==> config.mk <==
export PLATFORM = sky130hd
export DESIGN_NAME = rrpg_root_cell
export DESIGN_NICKNAME = d
export VERILOG_FILES = /design/src/design/rrpg_pkg.sv /design/src/design/rrpg_root_cell.sv
export SDC_FILE = /design/constraint.sdc
export NUM_CORES = 1
export LEC_CHECK = 0
export BUFFER_PORTS_ARGS = -buffer_cell sky130_fd_sc_hd__buf_2
export CORE_ASPECT_RATIO = 1.5
export CORE_MARGIN = 3
export CORE_UTILIZATION = 48
export DETAILED_ROUTE_END_ITERATION = 8
export PLACE_DENSITY = 0.86
export SLEW_MARGIN = 20
export SYNTH_ARGS = -nofsm -noshare
export SYNTH_HDL_FRONTEND = slang
export SYNTH_SLANG_ARGS = --single-unit
export TNS_END_PERCENT = 20
==> constraint.sdc <==
create_clock -name clock -period 4.7 [get_ports clock]
set_clock_uncertainty 0.2 [all_clocks]
set_input_delay 1.41 -clock clock [delete_from_list [all_inputs] [get_ports clock]]
set_output_delay 1.41 -clock clock [all_outputs]
set_load 0.01 [all_outputs]
==> src/design/rrpg_pkg.sv <==
// ============================================================================
// rrpg_pkg: shared types and constants of the radial rainbow pixel generator
// Fixed-point widths, register indexes and the pipeline stage records.
// ============================================================================
`default_nettype none
package rrpg_pkg;

   localparam int MaxSize   = 256;
   localparam int FracBits  = 16;
   localparam int RootSteps = 12 + FracBits;          // root bits produced
   localparam int RootW     = RootSteps;              // root width
   localparam int RemW      = RootSteps + 2;          // remainder width
   localparam int NumW      = 16 + FracBits;          // signed numerator width
   localparam int DivSteps  = NumW;                   // quotient bits

   localparam logic [1:0] CSR_WIDTH  = 2'd0;
   localparam logic [1:0] CSR_HEIGHT = 2'd1;
   localparam logic [1:0] CSR_PASTEL = 2'd2;

   localparam logic [FracBits-1:0] THIRD1 = FracBits'(((1 << FracBits) + 1) / 3);
   localparam logic [FracBits-1:0] THIRD2 = FracBits'(((2 << FracBits) + 1) / 3);
   localparam logic [31:0] PI_Q30 = 32'hC90FDAA2;
   localparam logic [30:0] Q_ONE  = 31'h4000_0000;

   // item record carried through the cell chain
   typedef struct packed {
      logic [23:0]     s;        // squared distance, consumed by the root cells
      logic [RootW-1:0] root;
      logic [RemW-1:0]  rem;
      logic [15:0]     t;
      logic [8:0]      h;
      logic            pastel;
   } root_item_type;

   typedef struct packed {
      logic [NumW-1:0] mag;      // magnitude of numerator, shifted out
      logic [NumW-1:0] quo;
      logic [9:0]      rem;
      logic            neg;
      logic [8:0]      h;
      logic            pastel;
   } div_item_type;

endpackage
`default_nettype wire

==> src/design/rrpg_root_cell.sv <==
// ============================================================================
// rrpg_root_cell: one digit of the square root
// Takes two radicand bits and settles one root bit, then hands on.
// ============================================================================
`default_nettype none
module rrpg_root_cell (
   input  wire logic                   clock,
   input  wire logic                   enable,
   input  wire rrpg_pkg::root_item_type item_in,
   output rrpg_pkg::root_item_type     item_out
);
   import rrpg_pkg::*;

   root_item_type item_ff, item_in_c;
   logic [RemW-1:0] rem_sh, trial;

   // one restoring step
   always_comb begin
      item_in_c = item_in;
      rem_sh    = {item_in.rem[RemW-3:0], item_in.s[23:22]};
      trial     = {item_in.root[RemW-3:0], 2'b01};
      item_in_c.s = {item_in.s[21:0], 2'b00};
      if (rem_sh >= trial) begin
         item_in_c.rem  = rem_sh - trial;
         item_in_c.root = {item_in.root[RootW-2:0], 1'b1};
      end else begin
         item_in_c.rem  = rem_sh;
         item_in_c.root = {item_in.root[RootW-2:0], 1'b0};
      end
   end

   always_ff @(posedge clock) begin
      if (enable) begin
         item_ff <= item_in_c;
      end
   end
   assign item_out = item_ff;
endmodule
`default_nettype wire

==> results.cfg, run 1 <==
[timing]
setup_slack_ns = 0.4489
slew_viol_final = 0
final-setup-viol-count = 0
whs_ns = 1.042
min_period_over_period_pct = 90.45
worst_pin_slew_ns = 0.6895
rsz0062_at_grt = no
setup_tns_ns = 0
fmax_mhz = 235.2
final_hold_viol_count = 0
fin_crit_ns = 4.251
slew_headroom_pct = 54.03

[worst_hold_path]
hold_path_depth = 1
holdCritPathClass = in2reg
hp-start = item_in[14]
min_to = item_out[14]

[critical_path]
cp.required_ns = 4.59
worst_setup_path_start_kind = primary input
cp_slowest_stage_delay_ns = 0.39
path_common_cell = nor2_1
critPathMaxFanout = 17
arrival_ns = 4.14
path_class = in2reg
path_cells = buf_2 -> ha_1 -> a211oi_2 -> nor2_1 -> or3_1 -> a211o_1 -> o311a_4 -> a21oi_4 -> inv_2 -> buf_4 -> nor2_1 -> a21oi_1
critPathSlowestCell = ha_1
endpoint_kind = flip-flop
critPathBufInv = 3
cp.depth = 12
cpLargestDelayFamily = compound AO/OA/AOI/OAI gates

[yosys]
synth_top_cells_by_area = edfxtp_1 (62%), ha_1 (7.3%), a21oi_1 (3.5%)
async_reset_ff_share_pct = 0
syn_inst = 409
yosysMostFrequentCell = edfxtp_1
ys.flop_type = edfxtp_1
synth_top_area_share_pct = 61.88
ys_seq_area_share_pct = 61.88
syn_avg_cell_area_um2 = 12.58
yosysTopAreaCell = edfxtp_1
ys_ff_latch = 106
synth_cell_types = 49
syn_area_um2 = 5144
synth-edff-count = 106
synth_common_cells = edfxtp_1 (106), a21oi_1 (36), inv_1 (33), nor2_1 (33), ha_1 (30)
yosysWarnings = 0

[floorplanning]
dieArea_um2 = 12020
die_h_um = 132.8
num_rows = 45
start_util_pct = 49.92
io-pin-count = 218
core_area_um2 = 10300
die_w_um = 90.52

[power_and_ir_drop]
peakVddDrop_mv = 0.2134
power_density_nw_per_um2 = 358.6
finalPower_mw = 2.393
p_leak_nw = 3.067

[detailed_routing]
drc = 0
dr.first_iter.drc_count = 171
drt-pass1-iter-count = 5
via_count = 4100
wl_per_cell_um = 17.01
final_antenna_net_count = 0
wl_mm = 13.23
drt-vias-per-instance = 5.270

[cts]
hold_buffers = 0
cts_max_path_buffers = 2
htreeDepth = 3
cts.repair.resized = 0
clkTransAtPathRegs_ns = 0.07
postCtsSetupBuffers = 0
cts_buffers = 9
cts.sinks = 106
cts-root-buf = clkbuf_16
cts_tree = built

[finish]
instances_no_fill = 778
area_growth_pct = 29.73
nets = 771
final_layout_size_suffix_gt1_share_pct = 38.21
largest_register_ffs = 106

[grt]
antenna_found_initial = 1
grt_pass1_wl_mm = 20.77
grt_pass1_vias = 4229
grt_max_degree = 55
grt_usage_pct = 21.74
gr-total-overflow = 0

[place]
dpl.cell_count = 761
port_buffers = 213
place_hpwl_mm = 10.55
place_congestion = 0.8635
place_ws_ns = 0.1227

[status]
status = finished, final reports clean

[job]
drv_cap = 0
[where the power goes]
group          total [mW]  internal [mW]  switching (mW)
logic               0.503          0.213           0.290
clock network       0.717          0.369           0.348
registers            1.17           1.15          0.0234
total                2.39           1.73           0.661
[routing by layer]
metal	track usage [%]	routed length, µm
met5	0	0
met4	9.114	430
met3	5.916	1018
met2	41.44	7143
met1	21.79	4638
[worst max-delay path by stage]
| stage | from | to | slack, ns |
|---|---|---|---|
| 2_1_floorplan | item_in[59] | item_out[47] | 0.53 |
| 3_3_place_gp | item_in[29] | item_out[54] | 0.18 |
| 3_5_place_dp | item_in[29] | item_out[34] | 0.12 |
| 4_1_cts | item_in[29] | item_out[34] | 0.47 |
| 5_1_grt | item_in[59] | item_out[34] | 0.34 |
| 6_report | item_in[29] | item_out[34] | 0.45 |
[cells in the final DEF (no fill, tap or decap), types with 3 or more instances in the layout]
cell type / instances
buf_2: 212
edfxtp_1: 106
a21oi_1: 36
inv_1: 33
nor2_1: 33
ha_1: 30
nand2_1: 26
o21ai_0: 21
a21o_1: 15
xor2_1: 15
xnor2_1: 11
clkbuf_16: 9
nor3_1: 8
buf_4: 7
or3_1: 5
and3_1: 4
a211oi_1: 4
o21bai_1: 4
nand4_1: 3
nor4_1: 3
nand2b_1: 3
o21a_1: 3
nor2b_1: 3
[metrics by stage]
step                      instance area, µm²  utilization (%)
after global routing                    6673            64.76
after global placement                  6385            61.97
after floorplan                         5147                -
final                                   6673            64.76
after detailed placement                6385            61.97
after CTS                               6670            64.74
[layout make-up]
| cell class | instances | area, µm² |
|---|---|---|
| antenna | 1 | 2.502 |
| fill | 782 | 3631 |
| tap | 141 | 176.4 |
| inverter | 34 | 127.6 |
| sequential | 106 | 3183 |
| multi-input combinational | 260 | 1764 |
| timing repair buffer | 220 | 1134 |
| clock buffer | 9 | 225.2 |
| clock inverter | 7 | 60.06 |
[kinds of logic after synthesis]
group	after synthesis	share of synthesized area [%]
flops	106	61.88
xor+xnor	26	4.427
other cells	1	0.07290
compound gates	104	13.28
fa+ha+maj	30	7.297
mux	1	0.2918
buf+inv	44	3.892
simple gates	97	8.854
No activity file was read; power rests on OpenSTA's default activity.
==> inputs of run 2 (changes only) <==
ABC_CLOCK_PERIOD_IN_PS = 4050   (was not set)
clock period = 4.05 ns   (was 4.7 ns; I/O delays follow)
==> results.cfg, run 2 (same netlist as run 1, synthesis figures left out) <==
[status]
status = finished, final reports clean

[floorplanning]
core_area_um2 = 10300
dieArea_um2 = 12020
die_h_um = 132.8
num_rows = 45
io-pin-count = 218
die_w_um = 90.52
start_util_pct = 49.92

[timing]
setup_tns_ns = 0
slew_headroom_pct = 62.84
worst_pin_slew_ns = 0.5573
final_hold_viol_count = 0
final-setup-viol-count = 0
fin_crit_ns = 3.858
fmax_mhz = 259.2
rsz0062_at_grt = no
slew_viol_final = 0
min_period_over_period_pct = 95.26

[grt]
grt_usage_pct = 22.34
grt_pass1_vias = 4198
grt_pass1_wl_mm = 21.06
grt_max_degree = 68
gr-total-overflow = 0
antenna_found_initial = 0

[finish]
mostFrequentLayoutCells = buf_2 (212), edfxtp_1 (106), a21oi_1 (36)
largest_register_ffs = 106
finalInstanceArea_um2 = 6865
nets = 793
final_layout_size_suffix_gt1_share_pct = 40.27
final_core_util_pct = 66.63
final_common_cell = buf_2
antenna_cells = 0
area_growth_pct = 33.47

[detailed_routing]
wl_per_cell_um = 17.17
final_antenna_net_count = 0
drc = 0
drt-vias-per-instance = 5.248
wl_mm = 13.72
dr.first_iter.drc_count = 217
drt-pass1-iter-count = 4
via_count = 4193

[critical_path]
endpoint = item_out[54]
crit_path_start = item_in[29]
cp.required_ns = 3.94
endpoint_kind = flip-flop
worst_setup_path_start_kind = primary input
critPathMaxFanout = 4
path_class = in2reg
arrival_ns = 3.75

[cts]
cts.repair.resized = 0
cts.sinks = 106
cts-root-buf = clkbuf_16
hold_buffers = 0
cts_max_path_buffers = 2
htreeDepth = 3
cts_tree = built
postCtsSetupBuffers = 0
clkTransAtPathRegs_ns = 0.07
cts_buffers = 9

[power_and_ir_drop]
peakVddDrop_mv = 0.2038
p_leak_nw = 3.185
power_density_nw_per_um2 = 412.2
finalPower_mw = 2.830

[place]
place_congestion = 0.8660
placed_cell_area_um2 = 6575
port_buffers = 213
place_hpwl_mm = 10.75

[worst_hold_path]
holdCritPathClass = in2reg

[job]
drv_cap = 0
[run 2: power by group]
group	switching, mW	internal (mW)	leakage, nW
Sequential	0.0265	1.33	1.04
Clock	0.412	0.431	0.138
Combinational	0.350	0.276	2.01
[run 2: per-stage QoR]
step,cells,hold slack [ns],setup WS (ns)
global placement,783,1.192,-0.1214
floorplan,410,1.114,0.07340
CTS,799,0.8324,0.2111
global route,799,0.8229,0.08058
finish,799,0.8375,0.1921
detailed placement,783,1.194,-0.1322
[run 2: how the worst min path moves through the flow]
| stage | start | end | slack, ns | cells after the start |
|---|---|---|---|---|
| 2_1_floorplan | item_in[0] | item_out[0] | 1.11 | 0 |
| 6_report | item_in[90] | item_out[92] | 0.84 | 1 |
| 4_1_cts | item_in[14] | item_out[14] | 0.83 | 1 |
| 3_5_place_dp | item_in[89] | item_out[91] | 1.19 | 1 |
| 3_3_place_gp | item_in[23] | item_out[23] | 1.19 | 1 |
| 5_1_grt | item_in[21] | item_out[21] | 0.82 | 1 |
[run 2: worst max-delay path, cell delays in order]
cell and delay (ns):
buf_2 0.12, ha_1 0.36, a211oi_2 0.23, nor2_1 0.09, or3_1 0.35, a211o_1 0.35, o311a_4 0.35, a221oi_1 0.40
xor2_1 0.18, o21ai_0 0.09
[run 2: cell type report]
class                           count  area, µm²
Timing Repair Buffer              242       1324
Inverter                           34      127.6
Sequential cell                   106       3183
Clock buffer                       10      229.0
Fill cell                         764       3438
Tap cell                          141      176.4
Clock inverter                      6      61.31
Multi-Input combinational cell    260       1764
[run 2: per-layer routing]
layer / GRT usage, % / wire length, µm / vias to the layer above
li1: - / - / 1995
met5: 0 / 0 / -
met3: 6.542 / 1101 / 32
met2: 43.09 / 7537 / 184
met4: 8.773 / 409 / 0
met1: 21.89 / 4668 / 1982
