<file path="src/design/rrpg_pkg.sv">
// ============================================================================
// rrpg_pkg: shared types and constants of the radial rainbow pixel generator
// Fixed-point widths, register indexes and the pipeline stage records.
// ============================================================================
`default_nettype none
package rrpg_pkg;

   localparam int MaxSize   = 256;
   localparam int FracBits  = 16;
   localparam int RootSteps = 12 + FracBits;          // root bits produced
   localparam int RootW     = RootSteps;              // root width
   localparam int RemW      = RootSteps + 2;          // remainder width
   localparam int NumW      = 16 + FracBits;          // signed numerator width
   localparam int DivSteps  = NumW;                   // quotient bits

   localparam logic [1:0] CSR_WIDTH  = 2'd0;
   localparam logic [1:0] CSR_HEIGHT = 2'd1;
   localparam logic [1:0] CSR_PASTEL = 2'd2;

   localparam logic [FracBits-1:0] THIRD1 = FracBits'(((1 << FracBits) + 1) / 3);
   localparam logic [FracBits-1:0] THIRD2 = FracBits'(((2 << FracBits) + 1) / 3);
   localparam logic [31:0] PI_Q30 = 32'hC90FDAA2;
   localparam logic [30:0] Q_ONE  = 31'h4000_0000;

   // item record carried through the cell chain
   typedef struct packed {
      logic [23:0]     s;        // squared distance, consumed by the root cells
      logic [RootW-1:0] root;
      logic [RemW-1:0]  rem;
      logic [15:0]     t;
      logic [8:0]      h;
      logic            pastel;
   } root_item_type;

   typedef struct packed {
      logic [NumW-1:0] mag;      // magnitude of numerator, shifted out
      logic [NumW-1:0] quo;
      logic [9:0]      rem;
      logic            neg;
      logic [8:0]      h;
      logic            pastel;
   } div_item_type;

endpackage
`default_nettype wire

</file>
<file path="src/design/rrpg_div_cell.sv">
// ============================================================================
// rrpg_div_cell: one quotient bit of the phase division
// Shifts one numerator bit into the remainder and subtracts the height when it fits.
// ============================================================================
`default_nettype none
module rrpg_div_cell (
   input  wire logic                  clock,
   input  wire logic                  enable,
   input  wire rrpg_pkg::div_item_type item_in,
   output rrpg_pkg::div_item_type     item_out
);
   import rrpg_pkg::*;

   div_item_type item_ff, item_in_c;
   logic [9:0] rem_sh;

   always_comb begin
      item_in_c = item_in;
      rem_sh    = {item_in.rem[8:0], item_in.mag[NumW-1]};
      item_in_c.mag = {item_in.mag[NumW-2:0], 1'b0};
      if (rem_sh >= {1'b0, item_in.h}) begin
         item_in_c.rem = rem_sh - {1'b0, item_in.h};
         item_in_c.quo = {item_in.quo[NumW-2:0], 1'b1};
      end else begin
         item_in_c.rem = rem_sh;
         item_in_c.quo = {item_in.quo[NumW-2:0], 1'b0};
      end
   end

   always_ff @(posedge clock) begin
      if (enable) begin
         item_ff <= item_in_c;
      end
   end
   assign item_out = item_ff;
endmodule
`default_nettype wire

</file>
<file path="config.mk">
export PLATFORM = sky130hd
export DESIGN_NAME = rrpg_div_cell
export DESIGN_NICKNAME = d
export VERILOG_FILES = /design/src/design/rrpg_pkg.sv /design/src/design/rrpg_div_cell.sv
export SDC_FILE = /design/constraint.sdc
export NUM_CORES = 1
export LEC_CHECK = 0
export ABC_AREA = 1
export BUFFER_PORTS_ARGS = -buffer_cell sky130_fd_sc_hd__clkbuf_2
export CAP_MARGIN = 5
export CORE_ASPECT_RATIO = 0.7
export CORE_MARGIN = 5
export CORE_UTILIZATION = 30
export DETAILED_ROUTE_END_ITERATION = 7
export GPL_TIMING_DRIVEN = 0
export PLACE_DENSITY = 0.63
export SLEW_MARGIN = 5
export SYNTH_ARGS = -nofsm -noshare
export SYNTH_HDL_FRONTEND = slang
export SYNTH_SLANG_ARGS = --single-unit
</file>
<file path="constraint.sdc">
create_clock -name clock -period 4.25 [get_ports clock]
set_clock_uncertainty 0.05 [all_clocks]
set_input_delay 1.275 -clock clock [delete_from_list [all_inputs] [get_ports clock]]
set_output_delay 1.275 -clock clock [all_outputs]
set_load 0.1 [all_outputs]
</file>
==> run_results.csv, run 1 <==
group,metric,value,unit
timing,max_freq,0.357,GHz
timing,slew_headroom,62.2,%
floorplanning,die-area,13100,um2
timing,final_hold_viol_count,0,
floorplanning,coreArea,10500,um2
clock_tree,cts_sinks,84,
pwr,clkPwrFrac,30.6,%
place,hpwl,6360,um
clock_tree,numCtsBuffers,9,
floorplanning,io_pins,172,
pwr,seq_power_share,39.9,%
critical_path,path_cells,"clkbuf_2 > inv_1 > ha_1 > inv_1 > fa_1 > nand2_1 > nand2_1 > nand3b_2 > nand2_2 > a21oi_4 > a21oi_1",
timing,finalCritPeriodShare,65.9,%
place,placedCellCount,528,
clock_tree,cts_hold_buf,0,
timing,fin_tns_setup,0,ns
timing,slew_violations,0,
cells_and_area,drive_above_1_share,47.8,%
place,place_area,4290,um2
critical_path,start_kind,"primary input",
clock_tree,clockBufferDepth,2,
logic_synthesis,synth_fp_nets,324,
drt,ant_nets,0,
worst_hold_path,hp-start,"item_in[48]",
cells_and_area,stdcell_area,4590,um2
drt,dr_total_vias,2286,
worst_hold_path,hold_class,"in -> reg",
logic_synthesis,synth_cell_type_count,21,
critical_path,cp_slowest_cell,"fa_1",
cells_and_area,nNetsFinal,504,
logic_synthesis,synth_seq_cells,84,
clock_tree,post-cts-setup-buffers,0,
job,drv_cap,0,
cells_and_area,areaGrowthSynthToFinish,41.1,%
global_routing,grt_max_degree,55,
run_status,status,"complete, no violations",
pwr,swShare,38.3,%
cells_and_area,fillers,1016,
clock_tree,path_clk_slew,0.07,ns
pwr,p_leak,2.18,nW
logic_synthesis,seq_area_frac_synth,77.6,%
timing,rsz0062_at_grt,"no",
timing,setup_ws,1.45,ns
pwr,p_sw,0.971,mW
place,preCtsSetupSlack,1.12,ns
logic_synthesis,ys_warn_count,0,
drt,drc_errors,0,
pwr,power.density,553,nW/um2
clock_tree,cts-root-buf,"clkbuf_16",
timing,period_needed,2.80,ns
cells_and_area,largest_reg_flops,84,
cells_and_area,mostFrequentLayoutCell,"clkbuf_2",
cells_and_area,final_cell_count_no_fill,544,
global_routing,grt_pass1_vias,2328,
critical_path,critPathArrivalTime,2.82,ns
critical_path,max_stage_delay,0.41,ns
global_routing,antenna_found_initial,0,
logic_synthesis,synth_area_per_cell,14.3,um2
drt,routedWlPerCell,14.8,um
pwr,intPower,1.57,mW
cells_and_area,final_cell_mix,"clkbuf_2, edfxtp_1, nand2_1, inv_1",
floorplanning,die_w,134,um
global_routing,grt_pass1_wl,12300,um
critical_path,setup.worst_path.end_class,"register",
drt,firstDrtPassIters,4,
critical_path,critPathRequiredTime,4.27,ns
pwr,ir_worst_vdd,178,uV
timing,setup_viol,0,
place,gp_congestion,0.828,
global_routing,grt-ovfl-total,0,
drt,routed_wl,8060,um
critical_path,crit_type,"in -> reg",
floorplanning,die_h,97.1,um
cells_and_area,diodes,0,
global_routing,grtUsageTotal,12.2,%
logic_synthesis,synthesis.area,3250,um2
clock_tree,h-tree-depth,3,
drt,drt_iter0_markers,180,
pwr,pwr-share-comb,29.5,%
critical_path,worstPathMaxFanout,10,
drt,vias_per_cell,4.20,
place,io_buffers,168,
clock_tree,tritoncts,"done",
timing,worst_pin_slew,0.570,ns
clock_tree,cts-resized-gates,0,
logic_synthesis,synth_cells,227,
floorplanning,rows,31,
worst_hold_path,holdPathEnd,"item_out[49]",
floorplanning,initial_utilization,31.0,%
worst_hold_path,hold_depth,1,
## power groups by stage
stage,Combinational (mW),Clock (mW),Sequential [mW]
floorplan,0.0894,0,1.55
global placement,0.748,0,1.03
detailed placement,0.754,0,1.03
CTS,0.755,0.809,1.01
global route,0.780,0.841,1.02
finish,0.748,0.776,1.01
## area by class of cell
class | instances | area (um2) | share of cell area [%]
Clock buffer | 10 | 229 | 4.99
Clock inverter | 6 | 71.3 | 1.55
Multi-Input combinational cell | 113 | 612 | 13.3
Inverter | 29 | 109 | 2.37
Tap cell | 132 | 165 | 3.60
Sequential cell | 84 | 2520 | 55.0
Timing Repair Buffer | 169 | 871 | 19.0
Buffer | 1 | 7.51 | 0.164
## cell usage after synthesis
cell / count / share of area, %
edfxtp_1: 84 / 78
nand2_1: 68 / 7.9
inv_1: 28 / 3.2
ha_1: 9 / 3.5
nand3_1: 9 / 1.4
a21oi_1: 5 / 0.77
nor2_1: 5 / 0.58
nand2_2: 3 / 0.58
nand2_4: 2 / 0.69
nor2_2: 2 / 0.38
xor2_1: 2 / 0.54
a21oi_4: 1 / 0.50
buf_4: 1 / 0.23
conb_1: 1 / 0.12
fa_1: 1 / 0.62
inv_2: 1 / 0.12
nand3b_2: 1 / 0.35
nand4_1: 1 / 0.19
o21ai_2: 1 / 0.27
or2_4: 1 / 0.27
xnor2_1: 1 / 0.27
## how the worst max path moves through the flow
stage                         endpoint  cells past startpoint  slack (ns)   startpoint
final                     item_out[20]                     11        1.45  item_in[84]
after global routing      item_out[20]                     11        1.30  item_in[84]
after CTS                 item_out[20]                     11        1.45  item_in[84]
after detailed placement  item_out[20]                     11        1.12  item_in[84]
after global placement    item_out[42]                      1         1.0       enable
after floorplan           item_out[20]                     10        1.45  item_in[84]
## routing by layer
metal | global-route usage, % | vias to the layer above | share of wire, %
met5 | 0 | - | 0
met4 | 3.52 | 0 | 1.2
met3 | 5.90 | 11 | 10
met2 | 20.2 | 100 | 46
met1 | 14.0 | 1040 | 42
li1 | - | 1135 | -
## critical path, delay by kind of cell
family / cells / cell delay (ns)
adders and majority gates: 2 / 0.54
AOI/OAI and AO/OA: 2 / 0.38
and+or+nand+nor: 4 / 0.41
buffers and inverters: 3 / 0.21
## stage by stage
stage | power, mW | hold slack, ns | util, %
after floorplan | 1.64 | 1.32 | -
after global placement | 1.78 | 1.40 | 40.6
after detailed placement | 1.79 | 1.40 | 40.9
after CTS | 2.58 | 1.05 | 43.8
after global routing | 2.64 | 1.04 | 43.8
final | 2.54 | 1.07 | 43.8
## cell families (layout without fill, tap and decap cells)
| group | count (synthesis) | after routing | share of synthesized area, % |
|---|---|---|---|
| compound gates | 7 | 7 | 1.54 |
| xor+xnor | 3 | 3 | 0.808 |
| fa+ha+maj | 10 | 10 | 4.08 |
| buf+inv | 30 | 215 | 3.58 |
| flops | 84 | 84 | 77.6 |
| other cells | 1 | 1 | 0.115 |
| simple gates | 92 | 92 | 12.3 |
(Power assumes the default switching activity.)
==> inputs of run 2 (changes only) <==
Settings changed: ABC_AREA 1 to 0.
Clock period 4.25 ns to 2.6 ns, I/O delays scaled along.
==> run_results.csv, run 2 <==
group,metric,value,unit
global_routing,grt-ovfl-total,0,
timing,period_needed,2.54,ns
critical_path,worstPathMaxFanout,5,
cells_and_area,mostFrequentLayoutCell,"clkbuf_2",
floorplanning,rows,31,
drt,ant_nets,0,
drt,dr_total_vias,2177,
cells_and_area,areaGrowthSynthToFinish,42.8,%
critical_path,crit_type,"in -> reg",
logic_synthesis,synth_area_per_cell,18.3,um2
critical_path,critPathArrivalTime,2.57,ns
timing,fin_tns_setup,0,ns
cells_and_area,drive_above_1_share,58.1,%
drt,routedWlPerCell,15.9,um
timing,worst_pin_slew,0.576,ns
clock_tree,tritoncts,"done",
timing,setup_viol,0,
global_routing,grt_pass1_wl,12100,um
logic_synthesis,synthTopCellsByArea,"edfxtp_1, ha_1, mux2_4",
drt,routed_wl,7880,um
floorplanning,initial_utilization,31.0,%
critical_path,start_kind,"primary input",
logic_synthesis,synthesis.area,3240,um2
clock_tree,cts_sinks,84,
cells_and_area,largest_reg_flops,84,
clock_tree,h-tree-depth,3,
worst_hold_path,hp-start,"item_in[43]",
critical_path,startpoint,"item_in[84]",
logic_synthesis,ys_warn_count,0,
logic_synthesis,synth_seq_cells,84,
clock_tree,clockBufferDepth,2,
clock_tree,numCtsBuffers,9,
global_routing,grt_pass1_vias,2310,
logic_synthesis,synth_cells,177,
floorplanning,coreArea,10400,um2
pwr,ir_worst_vdd,351,uV
timing,max_freq,0.393,GHz
timing,final_hold_viol_count,0,
cells_and_area,nNetsFinal,457,
worst_hold_path,hold_depth,1,
cells_and_area,utilization,44.3,%
timing,finalCritPeriodShare,97.8,%
critical_path,setup.worst_path.end_class,"register",
logic_synthesis,synth_fp_nets,274,
logic_synthesis,seq_area_frac_synth,77.9,%
pwr,p_leak,2.06,nW
floorplanning,io_pins,172,
critical_path,critPathRequiredTime,2.63,ns
logic_synthesis,synth_flop_cell,"edfxtp_1",
logic_synthesis,synth_cell_type_count,40,
job,drv_cap,0,
floorplanning,die-area,13000,um2
clock_tree,cts-root-buf,"clkbuf_16",
timing,hold_slack,0.571,ns
place,io_buffers,168,
pwr,power.density,893,nW/um2
global_routing,grt_max_degree,48,
floorplanning,die_h,96.9,um
clock_tree,path_clk_slew,0.07,ns
drt,firstDrtPassIters,4,
critical_path,endpoint,"item_out[17]",
timing,rsz0062_at_grt,"no",
floorplanning,die_w,134,um
drt,drc_errors,0,
logic_synthesis,synth_top_area_share,77.9,%
logic_synthesis,async_flop_share,0,%
logic_synthesis,synth_common_cells,"edfxtp_1, inv_1, ha_1, a21oi_1, mux2_4",
place,hpwl,6140,um
drt,vias_per_cell,4.38,
place,gp_congestion,0.762,
worst_hold_path,hold_class,"in -> reg",
global_routing,grtUsageTotal,11.9,%
cells_and_area,final_cell_mix,"clkbuf_2, edfxtp_1, inv_1, clkbuf_16, ha_1",
global_routing,antenna_found_initial,0,
timing,slew_headroom,61.8,%
logic_synthesis,yosysMostFrequentCell,"edfxtp_1",
drt,drt_iter0_markers,117,
cells_and_area,diodes,0,
run_status,status,"complete, no violations",
logic_synthesis,synth_area_leader_cell,"edfxtp_1",
logic_synthesis,synth-edff-count,84,
timing,slew_violations,0,
run 2: how the worst min path moves through the flow:
stage	endpoint
floorplan	item_out[0]
global route	item_out[44]
global placement	item_out[24]
detailed placement	item_out[80]
finish	item_out[44]
CTS	item_out[0]
run 2: cell families after synthesis:
logic type	Yosys count	share of synthesized area, %
buf+inv	18	2.71
flops	84	77.9
mux	9	3.71
simple gates	26	4.45
other cells	1	0.116
compound gates	24	5.64
fa+ha+maj	10	4.10
xor+xnor	5	1.35
run 2: what timing repair did:
action	4_1_cts	5_1_grt
hold buffers	0	0
endpoints found under the hold margin	0	0
buffers inserted	1	1
gates resized for setup	1	8
setup endpoints to repair	6	6
cloned	0	1
pin swaps	2	4
run 2: metal layers:
metal  part of all wire [%]  up-vias  track usage, %
met3                    8.7        4            4.62
met5                      0        -               0
met2                     47      101            19.8
met1                     44     1027            14.5
met4                   0.25        0            2.82
li1                       -     1045               -
run 2: cell type report:
cell class | count | area (um2)
inverters | 14 | 65.1
well taps | 132 | 165
fillers | 965 | 5810
clock buffers | 9 | 225
clock inverters | 7 | 61.3
plain buffers | 4 | 38.8
flip-flops and latches | 84 | 2520
repair buffers | 172 | 896
multi-input cells | 75 | 648
run 2: critical path, stage by stage:
cell and delay [ns]:
buf_6 0.11, inv_12 0.04, ha_4 0.12, inv_2 0.04, fa_2 0.35, a21o_1 0.17, a21oi_2 0.16, o31ai_4 0.09
or2_4 0.26, buf_8 0.14, mux2_4 0.29
run 2: power by group:
part | total [mW] | switching [mW] | internal, mW
clock | 1.20 | 0.536 | 0.663
sequential | 1.66 | 0.0292 | 1.63
combinational | 1.27 | 1.05 | 0.224
total | 4.13 | 1.61 | 2.52
run 2: per-stage QoR:
step	power, mW	setup slack (ns)	area [um2]	std cells
finish	4.13	0.0569	4620	497
global route	4.30	0.0241	4620	497
CTS	4.18	0.00306	4590	495
detailed placement	2.95	-0.412	4290	478
global placement	2.94	-0.401	4270	477
floorplan	2.71	-0.109	3260	177
